===== src/sv/sspr_pkg.sv =====
`timescale 1ns / 1ps
`default_nettype none
// ----------------------------------------------------------------------------
// sspr_pkg
// Shared types and constants for the servo status packet receiver.
// ----------------------------------------------------------------------------
package sspr_pkg;

    // Input command codes
    localparam logic [1:0] CMD_START = 2'd0;
    localparam logic [1:0] CMD_BYTE  = 2'd1;
    localparam logic [1:0] CMD_TICK  = 2'd2;

    // Protocol constants
    localparam logic [7:0]  HEADER_BYTE   = 8'hFF;
    localparam logic [7:0]  SUM_GOOD      = 8'hFF;
    localparam logic [7:0]  POS_SUM_START = 8'd2;
    localparam logic [7:0]  POS_STATUS    = 8'd4;
    localparam logic [7:0]  POS_PARAM_LO  = 8'd5;
    localparam logic [7:0]  POS_PARAM_HI  = 8'd6;
    localparam logic [15:0] IDLE_MAX      = 16'hFFFF;
    localparam logic [15:0] TIMEOUT_RESET = 16'd1000;

    // Default depth of the queue between front and back
    localparam int QUEUE_DEPTH = 4;

    // Operation classes carried through the queue
    typedef enum logic [1:0] {
        OP_START = 2'd0,
        OP_BYTE  = 2'd1,
        OP_TICK  = 2'd2
    } t_op;

    typedef struct packed {
        t_op        op;
        logic [7:0] value;
    } t_entry;

    typedef struct packed {
        logic        checksum_ok;
        logic        timed_out;
        logic [7:0]  received_count;
        logic [7:0]  status_byte;
        logic [15:0] param_word;
    } t_result;

endpackage
`default_nettype wire


===== src/sv/sspr_front.sv =====
`timescale 1ns / 1ps
`default_nettype none
// ----------------------------------------------------------------------------
// sspr_front
// Accepts input transfers, classifies the command and drops unused codes.
// ----------------------------------------------------------------------------
module sspr_front (
    input  wire logic            i_in_valid,
    output logic                 o_in_stall,
    input  wire logic [1:0]      i_cmd,
    input  wire logic [7:0]      i_value,
    input  wire logic            i_queue_full,
    output logic                 o_push,
    output sspr_pkg::t_entry     o_entry
);

    logic    w_keep;
    sspr_pkg::t_op w_op;

    // Command decode; the unused code is accepted and discarded
    always_comb begin
        w_keep = 1'b1;
        w_op   = sspr_pkg::OP_START;
        case (i_cmd)
            sspr_pkg::CMD_START: w_op = sspr_pkg::OP_START;
            sspr_pkg::CMD_BYTE:  w_op = sspr_pkg::OP_BYTE;
            sspr_pkg::CMD_TICK:  w_op = sspr_pkg::OP_TICK;
            default:             w_keep = 1'b0;
        endcase
    end

    assign o_in_stall    = i_queue_full;
    assign o_push        = i_in_valid && !i_queue_full && w_keep;
    assign o_entry.op    = w_op;
    assign o_entry.value = i_value;

endmodule
`default_nettype wire


===== src/sv/sspr_queue.sv =====
`timescale 1ns / 1ps
`default_nettype none
// ----------------------------------------------------------------------------
// sspr_queue
// Small first-in first-out queue between the front and back parts.
// ----------------------------------------------------------------------------
module sspr_queue #(
    parameter int DEPTH = sspr_pkg::QUEUE_DEPTH
) (
    input  wire logic             i_clk,
    input  wire logic             i_rst_n,
    input  wire logic             i_push,
    input  wire sspr_pkg::t_entry i_entry,
    output logic                  o_full,
    output logic                  o_valid,
    output sspr_pkg::t_entry      o_entry,
    input  wire logic             i_pop
);

    localparam int PTR_W = (DEPTH > 1) ? $clog2(DEPTH) : 1;
    localparam int CNT_W = $clog2(DEPTH + 1);

    sspr_pkg::t_entry r_mem [DEPTH];
    logic [PTR_W-1:0] r_wr_ptr, n_wr_ptr;
    logic [PTR_W-1:0] r_rd_ptr, n_rd_ptr;
    logic [CNT_W-1:0] r_count, n_count;
    logic             w_push, w_pop;

    assign o_full  = (r_count == CNT_W'(DEPTH));
    assign o_valid = (r_count != '0);
    assign o_entry = r_mem[r_rd_ptr];
    assign w_push  = i_push && !o_full;
    assign w_pop   = i_pop && o_valid;

    // Pointer and fill count update
    always_comb begin
        n_wr_ptr = r_wr_ptr;
        n_rd_ptr = r_rd_ptr;
        n_count  = r_count;
        if (w_push) begin
            n_wr_ptr = (r_wr_ptr == PTR_W'(DEPTH - 1)) ? '0 : r_wr_ptr + 1'b1;
        end
        if (w_pop) begin
            n_rd_ptr = (r_rd_ptr == PTR_W'(DEPTH - 1)) ? '0 : r_rd_ptr + 1'b1;
        end
        if (w_push && !w_pop) begin
            n_count = r_count + 1'b1;
        end else if (w_pop && !w_push) begin
            n_count = r_count - 1'b1;
        end
    end

    always_ff @(posedge i_clk) begin
        if (!i_rst_n) begin
            r_wr_ptr <= '0;
            r_rd_ptr <= '0;
            r_count  <= '0;
        end else begin
            r_wr_ptr <= n_wr_ptr;
            r_rd_ptr <= n_rd_ptr;
            r_count  <= n_count;
        end
    end

    // Storage
    always_ff @(posedge i_clk) begin
        if (w_push) begin
            r_mem[r_wr_ptr] <= i_entry;
        end
    end

endmodule
`default_nettype wire


===== src/sv/sspr_back.sv =====
`timescale 1ns / 1ps
`default_nettype none
// ----------------------------------------------------------------------------
// sspr_back
// Runs the packet reception state and drives the registered result port.
// ----------------------------------------------------------------------------
module sspr_back (
    input  wire logic             i_clk,
    input  wire logic             i_rst_n,
    input  wire logic [15:0]      i_timeout_limit,
    input  wire logic             i_q_valid,
    input  wire sspr_pkg::t_entry i_q_entry,
    output logic                  o_q_pop,
    output logic                  o_out_valid,
    input  wire logic             i_out_stall,
    output sspr_pkg::t_result     o_result
);

    logic        r_armed, n_armed;
    logic [7:0]  r_count, n_count;
    logic [7:0]  r_len, n_len;
    logic [7:0]  r_sum, n_sum;
    logic [15:0] r_idle, n_idle;
    logic [7:0]  r_err, n_err;
    logic [7:0]  r_plo, n_plo;
    logic [7:0]  r_phi, n_phi;
    logic        r_out_valid, n_out_valid;
    sspr_pkg::t_result r_result;
    logic        w_emit, w_to;
    logic [7:0]  w_v;

    // Take an entry whenever the result slot is free or draining
    assign o_q_pop = i_q_valid && (!r_out_valid || !i_out_stall);
    assign w_v     = i_q_entry.value;

    // Execute one queued operation
    always_comb begin
        n_armed     = r_armed;
        n_count     = r_count;
        n_len       = r_len;
        n_sum       = r_sum;
        n_idle      = r_idle;
        n_err       = r_err;
        n_plo       = r_plo;
        n_phi       = r_phi;
        n_out_valid = r_out_valid && i_out_stall;
        w_emit      = 1'b0;
        w_to        = 1'b0;
        if (o_q_pop) begin
            case (i_q_entry.op)
                sspr_pkg::OP_START: begin
                    n_count = '0;
                    n_sum   = '0;
                    n_idle  = '0;
                    n_err   = '0;
                    n_plo   = '0;
                    n_phi   = '0;
                    n_len   = w_v;
                    if (w_v == '0) begin
                        w_emit = 1'b1;
                    end else begin
                        n_armed = 1'b1;
                    end
                end
                sspr_pkg::OP_BYTE: begin
                    if (r_armed) begin
                        n_idle = '0;
                        // header sync and extra header byte are dropped
                        if (!((r_count == '0 && w_v != sspr_pkg::HEADER_BYTE) ||
                              (r_count == sspr_pkg::POS_SUM_START &&
                               w_v == sspr_pkg::HEADER_BYTE))) begin
                            if (r_count >= sspr_pkg::POS_SUM_START) begin
                                n_sum = r_sum + w_v;
                            end
                            if (r_count == sspr_pkg::POS_STATUS) begin
                                n_err = w_v;
                            end
                            if (r_count == sspr_pkg::POS_PARAM_LO) begin
                                n_plo = w_v;
                            end
                            if (r_count == sspr_pkg::POS_PARAM_HI) begin
                                n_phi = w_v;
                            end
                            n_count = r_count + 1'b1;
                            if (n_count >= r_len) begin
                                w_emit = 1'b1;
                            end
                        end
                    end
                end
                sspr_pkg::OP_TICK: begin
                    if (r_armed) begin
                        if (r_idle > i_timeout_limit) begin
                            w_emit = 1'b1;
                            w_to   = 1'b1;
                        end else if (r_idle != sspr_pkg::IDLE_MAX) begin
                            n_idle = r_idle + 1'b1;
                        end
                    end
                end
                default: ;
            endcase
        end
        if (w_emit) begin
            n_armed     = 1'b0;
            n_out_valid = 1'b1;
        end
    end

    // Control state
    always_ff @(posedge i_clk) begin
        if (!i_rst_n) begin
            r_armed     <= 1'b0;
            r_count     <= '0;
            r_len       <= '0;
            r_sum       <= '0;
            r_idle      <= '0;
            r_err       <= '0;
            r_plo       <= '0;
            r_phi       <= '0;
            r_out_valid <= 1'b0;
        end else begin
            r_armed     <= n_armed;
            r_count     <= n_count;
            r_len       <= n_len;
            r_sum       <= n_sum;
            r_idle      <= n_idle;
            r_err       <= n_err;
            r_plo       <= n_plo;
            r_phi       <= n_phi;
            r_out_valid <= n_out_valid;
        end
    end

    // Result register
    always_ff @(posedge i_clk) begin
        if (w_emit) begin
            r_result.checksum_ok    <= (n_sum == sspr_pkg::SUM_GOOD);
            r_result.timed_out      <= w_to;
            r_result.received_count <= n_count;
            r_result.status_byte    <= n_err;
            r_result.param_word     <= {n_phi, n_plo};
        end
    end

    assign o_out_valid = r_out_valid;
    assign o_result    = r_result;

endmodule
`default_nettype wire


===== src/sv/servo_status_packet_receiver_top.sv =====
`timescale 1ns / 1ps
`default_nettype none
// ----------------------------------------------------------------------------
// servo_status_packet_receiver_top
// Status packet receiver for a half-duplex servo bus.
// ----------------------------------------------------------------------------
// A start transfer arms reception with the expected packet length; byte and
// idle tick transfers follow, and one result is delivered per packet when it
// completes, times out, or is started with length zero. The block takes one
// input transfer per cycle while the queue is not full: the front decodes the
// command into a queue of QUEUE_DEPTH entries, and the back executes one
// queued entry per cycle while its single result register is free or being
// taken. Output stall backs up the queue; the input stalls only when the
// queue is full. Write timeout_limit only while the block is idle.
// ----------------------------------------------------------------------------
module servo_status_packet_receiver_top #(
    parameter int QUEUE_DEPTH = sspr_pkg::QUEUE_DEPTH
) (
    input  wire logic        i_clk,
    input  wire logic        i_rst_n,
    // input channel
    input  wire logic        i_in_valid,
    output logic             o_in_stall,
    input  wire logic [1:0]  i_cmd,
    input  wire logic [7:0]  i_value,
    // result channel
    output logic             o_out_valid,
    input  wire logic        i_out_stall,
    output logic             o_checksum_ok,
    output logic             o_timed_out,
    output logic [7:0]       o_received_count,
    output logic [7:0]       o_status_byte,
    output logic [15:0]      o_param_word,
    // configuration channel
    input  wire logic        i_cfg_valid,
    output logic             o_cfg_ready,
    input  wire logic [15:0] i_cfg_data
);

    logic              w_push, w_full, w_q_valid, w_pop;
    sspr_pkg::t_entry  w_front_entry, w_q_entry;
    sspr_pkg::t_result w_result;
    logic [15:0]       r_timeout_limit;

    // Timeout register, writable every cycle
    assign o_cfg_ready = 1'b1;

    always_ff @(posedge i_clk) begin
        if (!i_rst_n) begin
            r_timeout_limit <= sspr_pkg::TIMEOUT_RESET;
        end else if (i_cfg_valid && o_cfg_ready) begin
            r_timeout_limit <= i_cfg_data;
        end
    end

    sspr_front u_front (
        .i_in_valid   (i_in_valid),
        .o_in_stall   (o_in_stall),
        .i_cmd        (i_cmd),
        .i_value      (i_value),
        .i_queue_full (w_full),
        .o_push       (w_push),
        .o_entry      (w_front_entry)
    );

    sspr_queue #(
        .DEPTH (QUEUE_DEPTH)
    ) u_queue (
        .i_clk   (i_clk),
        .i_rst_n (i_rst_n),
        .i_push  (w_push),
        .i_entry (w_front_entry),
        .o_full  (w_full),
        .o_valid (w_q_valid),
        .o_entry (w_q_entry),
        .i_pop   (w_pop)
    );

    sspr_back u_back (
        .i_clk           (i_clk),
        .i_rst_n         (i_rst_n),
        .i_timeout_limit (r_timeout_limit),
        .i_q_valid       (w_q_valid),
        .i_q_entry       (w_q_entry),
        .o_q_pop         (w_pop),
        .o_out_valid     (o_out_valid),
        .i_out_stall     (i_out_stall),
        .o_result        (w_result)
    );

    assign o_checksum_ok    = w_result.checksum_ok;
    assign o_timed_out      = w_result.timed_out;
    assign o_received_count = w_result.received_count;
    assign o_status_byte    = w_result.status_byte;
    assign o_param_word     = w_result.param_word;

endmodule
`default_nettype wire


===== config.mk =====
export PLATFORM = sky130hd
export DESIGN_NAME = servo_status_packet_receiver_top
export DESIGN_NICKNAME = d
export VERILOG_FILES = /design/src/sv/sspr_pkg.sv /design/src/sv/sspr_front.sv /design/src/sv/sspr_queue.sv /design/src/sv/sspr_back.sv /design/src/sv/servo_status_packet_receiver_top.sv
export SDC_FILE = /design/constraint.sdc
export NUM_CORES = 1
export LEC_CHECK = 0
export BUFFER_PORTS_ARGS = -buffer_cell sky130_fd_sc_hd__buf_4
export CAP_MARGIN = 20
export CORE_ASPECT_RATIO = 0.8
export CORE_MARGIN = 4
export CORE_UTILIZATION = 59
export DETAILED_ROUTE_END_ITERATION = 8
export PLACE_DENSITY = 0.76
export SYNTH_ARGS = -nofsm -noshare
export SYNTH_HDL_FRONTEND = slang
export SYNTH_SLANG_ARGS = --single-unit

===== constraint.sdc =====
create_clock -name i_clk -period 5 [get_ports i_clk]
set_input_delay 1 -clock i_clk [delete_from_list [all_inputs] [get_ports i_clk]]
set_output_delay 1 -clock i_clk [all_outputs]
set_load 0.02 [all_outputs]

Word level (Yosys, flattened, before mapping)
Memories as Yosys holds them, arrays and structs flattened. A register that Yosys moved wholly into a read port is not among the register bits.
Index checks and enable logic that the tools add are counted.
- register bits: 123
- memory bits (writable): 40
- input port bits: 31
- output and inout port bits: 37
- word-level logic and storage cells: 128
- memories: 1
- memory list (name ; depth ; bits a word ; read ports ; clocked after memory_dff ; write ports ; RTL line ; text):
    u_queue.r_mem ; 4 ; 10 ; 1 ; 1 ; 1 ; sspr_queue.sv:23 ; sspr_pkg::t_entry r_mem [DEPTH];
- add/subtract/negate cells: 7
- order comparisons: 3
- equal/unequal tests: 19
- multiplexer cells: 48
- bitwise operators: 2
- reductions and logical operators: 30
- operators with widths (kind ; count):
    2-to-1 mux 8 bit ; 19
    case mux 8 bit (2 select lines) ; 5
    2-to-1 mux 16 bit ; 4
    case mux 16 bit (3 select lines) ; 1
    equality test 8 x 3 -> 1 bit (second input constant) ; 3
    adder 16 x 1 -> 16 bit (second input constant) ; 1
    equality test 8 bit (second input constant) ; 2
    > comparator 16 bit ; 1
    zero test 8 bit ; 2
    inequality test 16 bit (second input constant) ; 1
    2-to-1 mux 1 bit ; 11
    logical AND 1 bit ; 10
    adder 8 x 1 -> 8 bit (second input constant) ; 1
    adder 8 bit ; 1
    equality test 2 bit (second input constant) ; 4
    equality test 8 x 2 -> 1 bit (second input constant) ; 1
    >= comparator 8 x 2 -> 1 bit (second input constant) ; 1
    >= comparator 8 bit ; 1
    2-to-1 mux 2 bit ; 4
    inequality test 8 bit (second input constant) ; 1
    2-to-1 mux 3 bit ; 2
    inequality test 2 x 1 -> 1 bit (second input constant) ; 3
    AND reduction 6 bit ; 1
    nonzero test 3 bit ; 2
    17 further kinds ; 27

Longest topological paths before layout
- depth in word-level cells: 9
- mapped depth: 12
- mapped depth without buffers: 11

Modules after synthesis
From an unflattened synthesis, not the netlist that was laid out.
- cells, all modules: 692
- area, all modules: 7667.4 um^2
- modules (own cells, without submodules) (module ; instances ; cells an instance ; area an instance (um^2) ; sequential area each (um^2)):
    sspr_back ; 1 ; 523 ; 5038.6 ; 2342.2
    sspr_queue ; 1 ; 103 ; 1918.1 ; 1381.3
    servo_status_packet_receiver_top ; 1 ; 53 ; 611.8 ; 320.3
    sspr_front ; 1 ; 13 ; 98.8 ; 0.0

Least setup slack after synthesis
Ideal clock, no wire load.
- path kind: flip-flop to flip-flop
- start point: register with a tool-made name
- end point: register u_back.r_result (netlist bit u_back.o_result[0]), enable pin
- setup time: 0.437 ns
- arrival: 3.647 ns
- data required time: 4.563 ns
- setup slack: 0.916 ns
- cell stages (with the launch flop): 8
- path buffers: 1
- period minus slack after synthesis: 4.084 ns
- path through: dfxtp_1 -> buf_6 -> mux4_2 -> nand4_1 -> nor2_1 -> a311oi_4 -> nand4_1 -> a21oi_1
- RTL lines (item ; RTL line ; text):
    to (decl) ; sspr_back.sv:28 ; sspr_pkg::t_result r_result;

==> metrics.cfg <==
[synthesis]
synth_flop_cell=dfxtp_1
ys_seq_area_share_pct=53.4
synth_top_cell_area_share_pct=29.4
synth_top_area_cell=edfxtp_1
syn_area_per_cell_um2=11.5
synth_area_um2=7570
ys_async_sr_fraction_pct=0
ys.warnings.count=0
ys_seq_elements=165
ys_types=62
postSynthCellCount=661
syn-num-nets=736
ys_top_cells_by_area=edfxtp_1 29%, dfxtp_1 24%, ha_1 6.9%, a22o_1 3.5%, and2_1 3.2%
synth-edff-count=74

[pwr]
power.share.clock_pct=34.2
combPwrFrac_pct=23.6
p_per_area_nw_per_um2=425
p_seq_share_pct=42.2
power_uw=3730
swShare_pct=32.0
ir_worst_vdd_mv=0.297
p_int_uw=2540
power.leakage_uw=0.00342
p_sw_uw=1190

[critical_path]
cp_slowest_stage_delay_ns=0.83
crit_arrival_ns=3.73
cp.required_ns=5.08
cp_max_fo=34
crit_type=flop to flop
startpoint_type=flop
worst-path-buf-inv=1
path_common_cell=nand4_1
crit_chain=mux4_1 > nand4_1 > nor2_1 > a311oi_4 > nand4_1 > a21oi_4 > buf_4
end_kind=flop
critPathTopFamily=multiplexers
cp_slowest_cell=mux4_1

[die]
dieArea_um2=14700
num_rows=36
die_y_um=109
core_area_um2=12400
start_util_pct=61.1
ioPinCount=68
dieWidth_um=135

[clocking]
clock_sink_count=165
cts_made_buffers=17
clock_path_buffers=2
post-cts-setup-buffers=0
cts_resized=0
tritoncts=done
ctsHoldBuffers=0
path_clk_slew_ns=0.06
root_buffer=clkbuf_16
cts.htree.levels=4
clk_latency_ns=0.44

[timing]
fmax_mhz=274
final-hold-violation-count=0
maxSlewHeadroom_pct=35.5
rsz0062_at_grt=no
post-route-period-util_pct=73.0
worst_clock_skew_ns=0.0108
fin_setup_tns_ns=0
drv_slew=0
period_minus_slack_ns=3.65
setup_violations=0
worstMarginPinSlew_ns=0.968
timing.hold.ws_ns=0.495

[cells_and_area]
drive_gt1_share_pct=16.0
final_cell_area_um2=8790
nets=801
n_antenna_cell=0
final_cell_mix=91 x dfxtp_1, 74 x edfxtp_1, 69 x buf_4, 51 x nand2_1, 42 x ha_1
layout.cells.non_filler=910
area_growth_syn_to_layout_pct=16.1
layout_commonest_cell=dfxtp_1

[routing]
dr.pass1.iters=7
via_count=5321
wirelength_um=15900
wl_per_cell_um=17.5
via_per_inst=5.85
drc=0
drt_iter0_drc=401
postRouteAntennaNets=0

[hold_path]
hp-class=flop to flop

[global_route]
overflow=0
grt_max_degree=78
grt_pass1_wl_um=26200
grt_pass1_vias=5138
antenna_found_initial=0
grt_usage_pct=22.8

[place]
place_inst=878
port_buffers=66
place_congestion=0.844
placed_cell_area_um2=8210
dpl.hpwl_um=11100

[flow_run]
drv_cap=0

[status]
status=complete, no violations

-- registers in the layout (all words and copies together), names as in the netlist, named ones only --
name / flops
u_queue.r_mem: 40
u_back.r_err: 8
u_back.r_len: 8
r_timeout_limit: 16
u_back.r_plo: 8
u_back.r_phi: 8
u_back.r_armed: 1
u_queue.r_rd_ptr: 2
u_queue.r_count: 3
u_back.r_sum: 8
u_queue.r_wr_ptr: 2
u_back.r_idle: 16
u_back.o_out_valid: 1
u_back.o_result: 34
u_back.r_count: 8
-- layer usage --
| layer | up-vias | share of wire, % | wire length [µm] | GRT usage (%) |
|---|---|---|---|---|
| li1 | 2559 | - | - | - |
| met1 | 2574 | 46 | 7290 | 31.5 |
| met2 | 166 | 47 | 7480 | 35.2 |
| met3 | 22 | 5.7 | 903 | 5.72 |
| met4 | 0 | 1.7 | 265 | 8.72 |
| met5 | - | 0 | 0 | 0 |
-- synthesized netlist by cell type (all sizes together) (3+ instances only) --
cell type,n
a21boi,6
a21o,13
a21oi,23
a22o,30
a22oi,6
and2,39
and3,4
buf,6
clkbuf,17
dfxtp,91
edfxtp,74
ha,42
inv,40
mux2i,23
mux4,9
nand2,52
nand2b,3
nand3,20
nand4,7
nor2,20
nor2b,32
nor3,9
nor4,5
o211ai,11
o21a,5
o21ai,13
o31ai,7
or3,6
or4,9
xnor2,7
xor2,7
-- final timing paths --
check,startpoint,end,slack (ns),depth (start not counted)
hold reg to reg,r_timeout_limit[6]$_SDFFE_PN1P_,r_timeout_limit[6]$_SDFFE_PN1P_,0.49,2
setup reg to reg,flop,u_back.o_result[23]$_DFFE_PP_,1.35,7
setup / recovery,flop,u_back.o_result[23]$_DFFE_PP_,1.35,7
hold / removal,r_timeout_limit[6]$_SDFFE_PN1P_,r_timeout_limit[6]$_SDFFE_PN1P_,0.49,2
-- layout make-up --
class                      instances  area, µm²
inverter                          40        150
clock inverter                    15        154
timing repair buffer              69        518
fill                             878       3600
clock buffer                      17        425
multi-input combinational        433       3280
sequential                       165       4040
tap                              171        214
-- power groups by stage --
stage          Clock, µW  Combinational [µW]  Sequential [µW]
2_1_floorplan          0                 674             1550
3_3_place_gp           0                 831             1600
3_5_place_dp           0                 865             1600
4_1_cts             1290                 872             1580
5_1_grt             1360                 973             1590
6_report            1280                 882             1570
-- worst register-to-register path: stages (launching register included) --
cell	delay, ns
dfxtp_1	0.75
mux4_1	0.83
nand4_1	0.20
nor2_1	0.09
a311oi_4	0.50
nand4_1	0.30
a21oi_4	0.19
buf_4	0.42
-- through the flow --
stage	utilization, %	setup slack [ns]
2_1_floorplan	-	0.916
3_3_place_gp	66.3	1.46
3_5_place_dp	66.3	1.37
4_1_cts	70.9	1.36
5_1_grt	70.9	1.12
6_report	70.9	1.35
-- logic make-up after synthesis --
family          count (synthesis)  share of synthesized area (%)
compound gates                131                           13.0
simple gates                  210                           15.2
xor+xnor                       14                           1.62
other cells                     1                         0.0495
mux                            33                           5.92
fa+ha+maj                      44                           7.47
flops                         165                           53.4
buf+inv                        63                           3.37
Power figures use the tool's default switching activity.
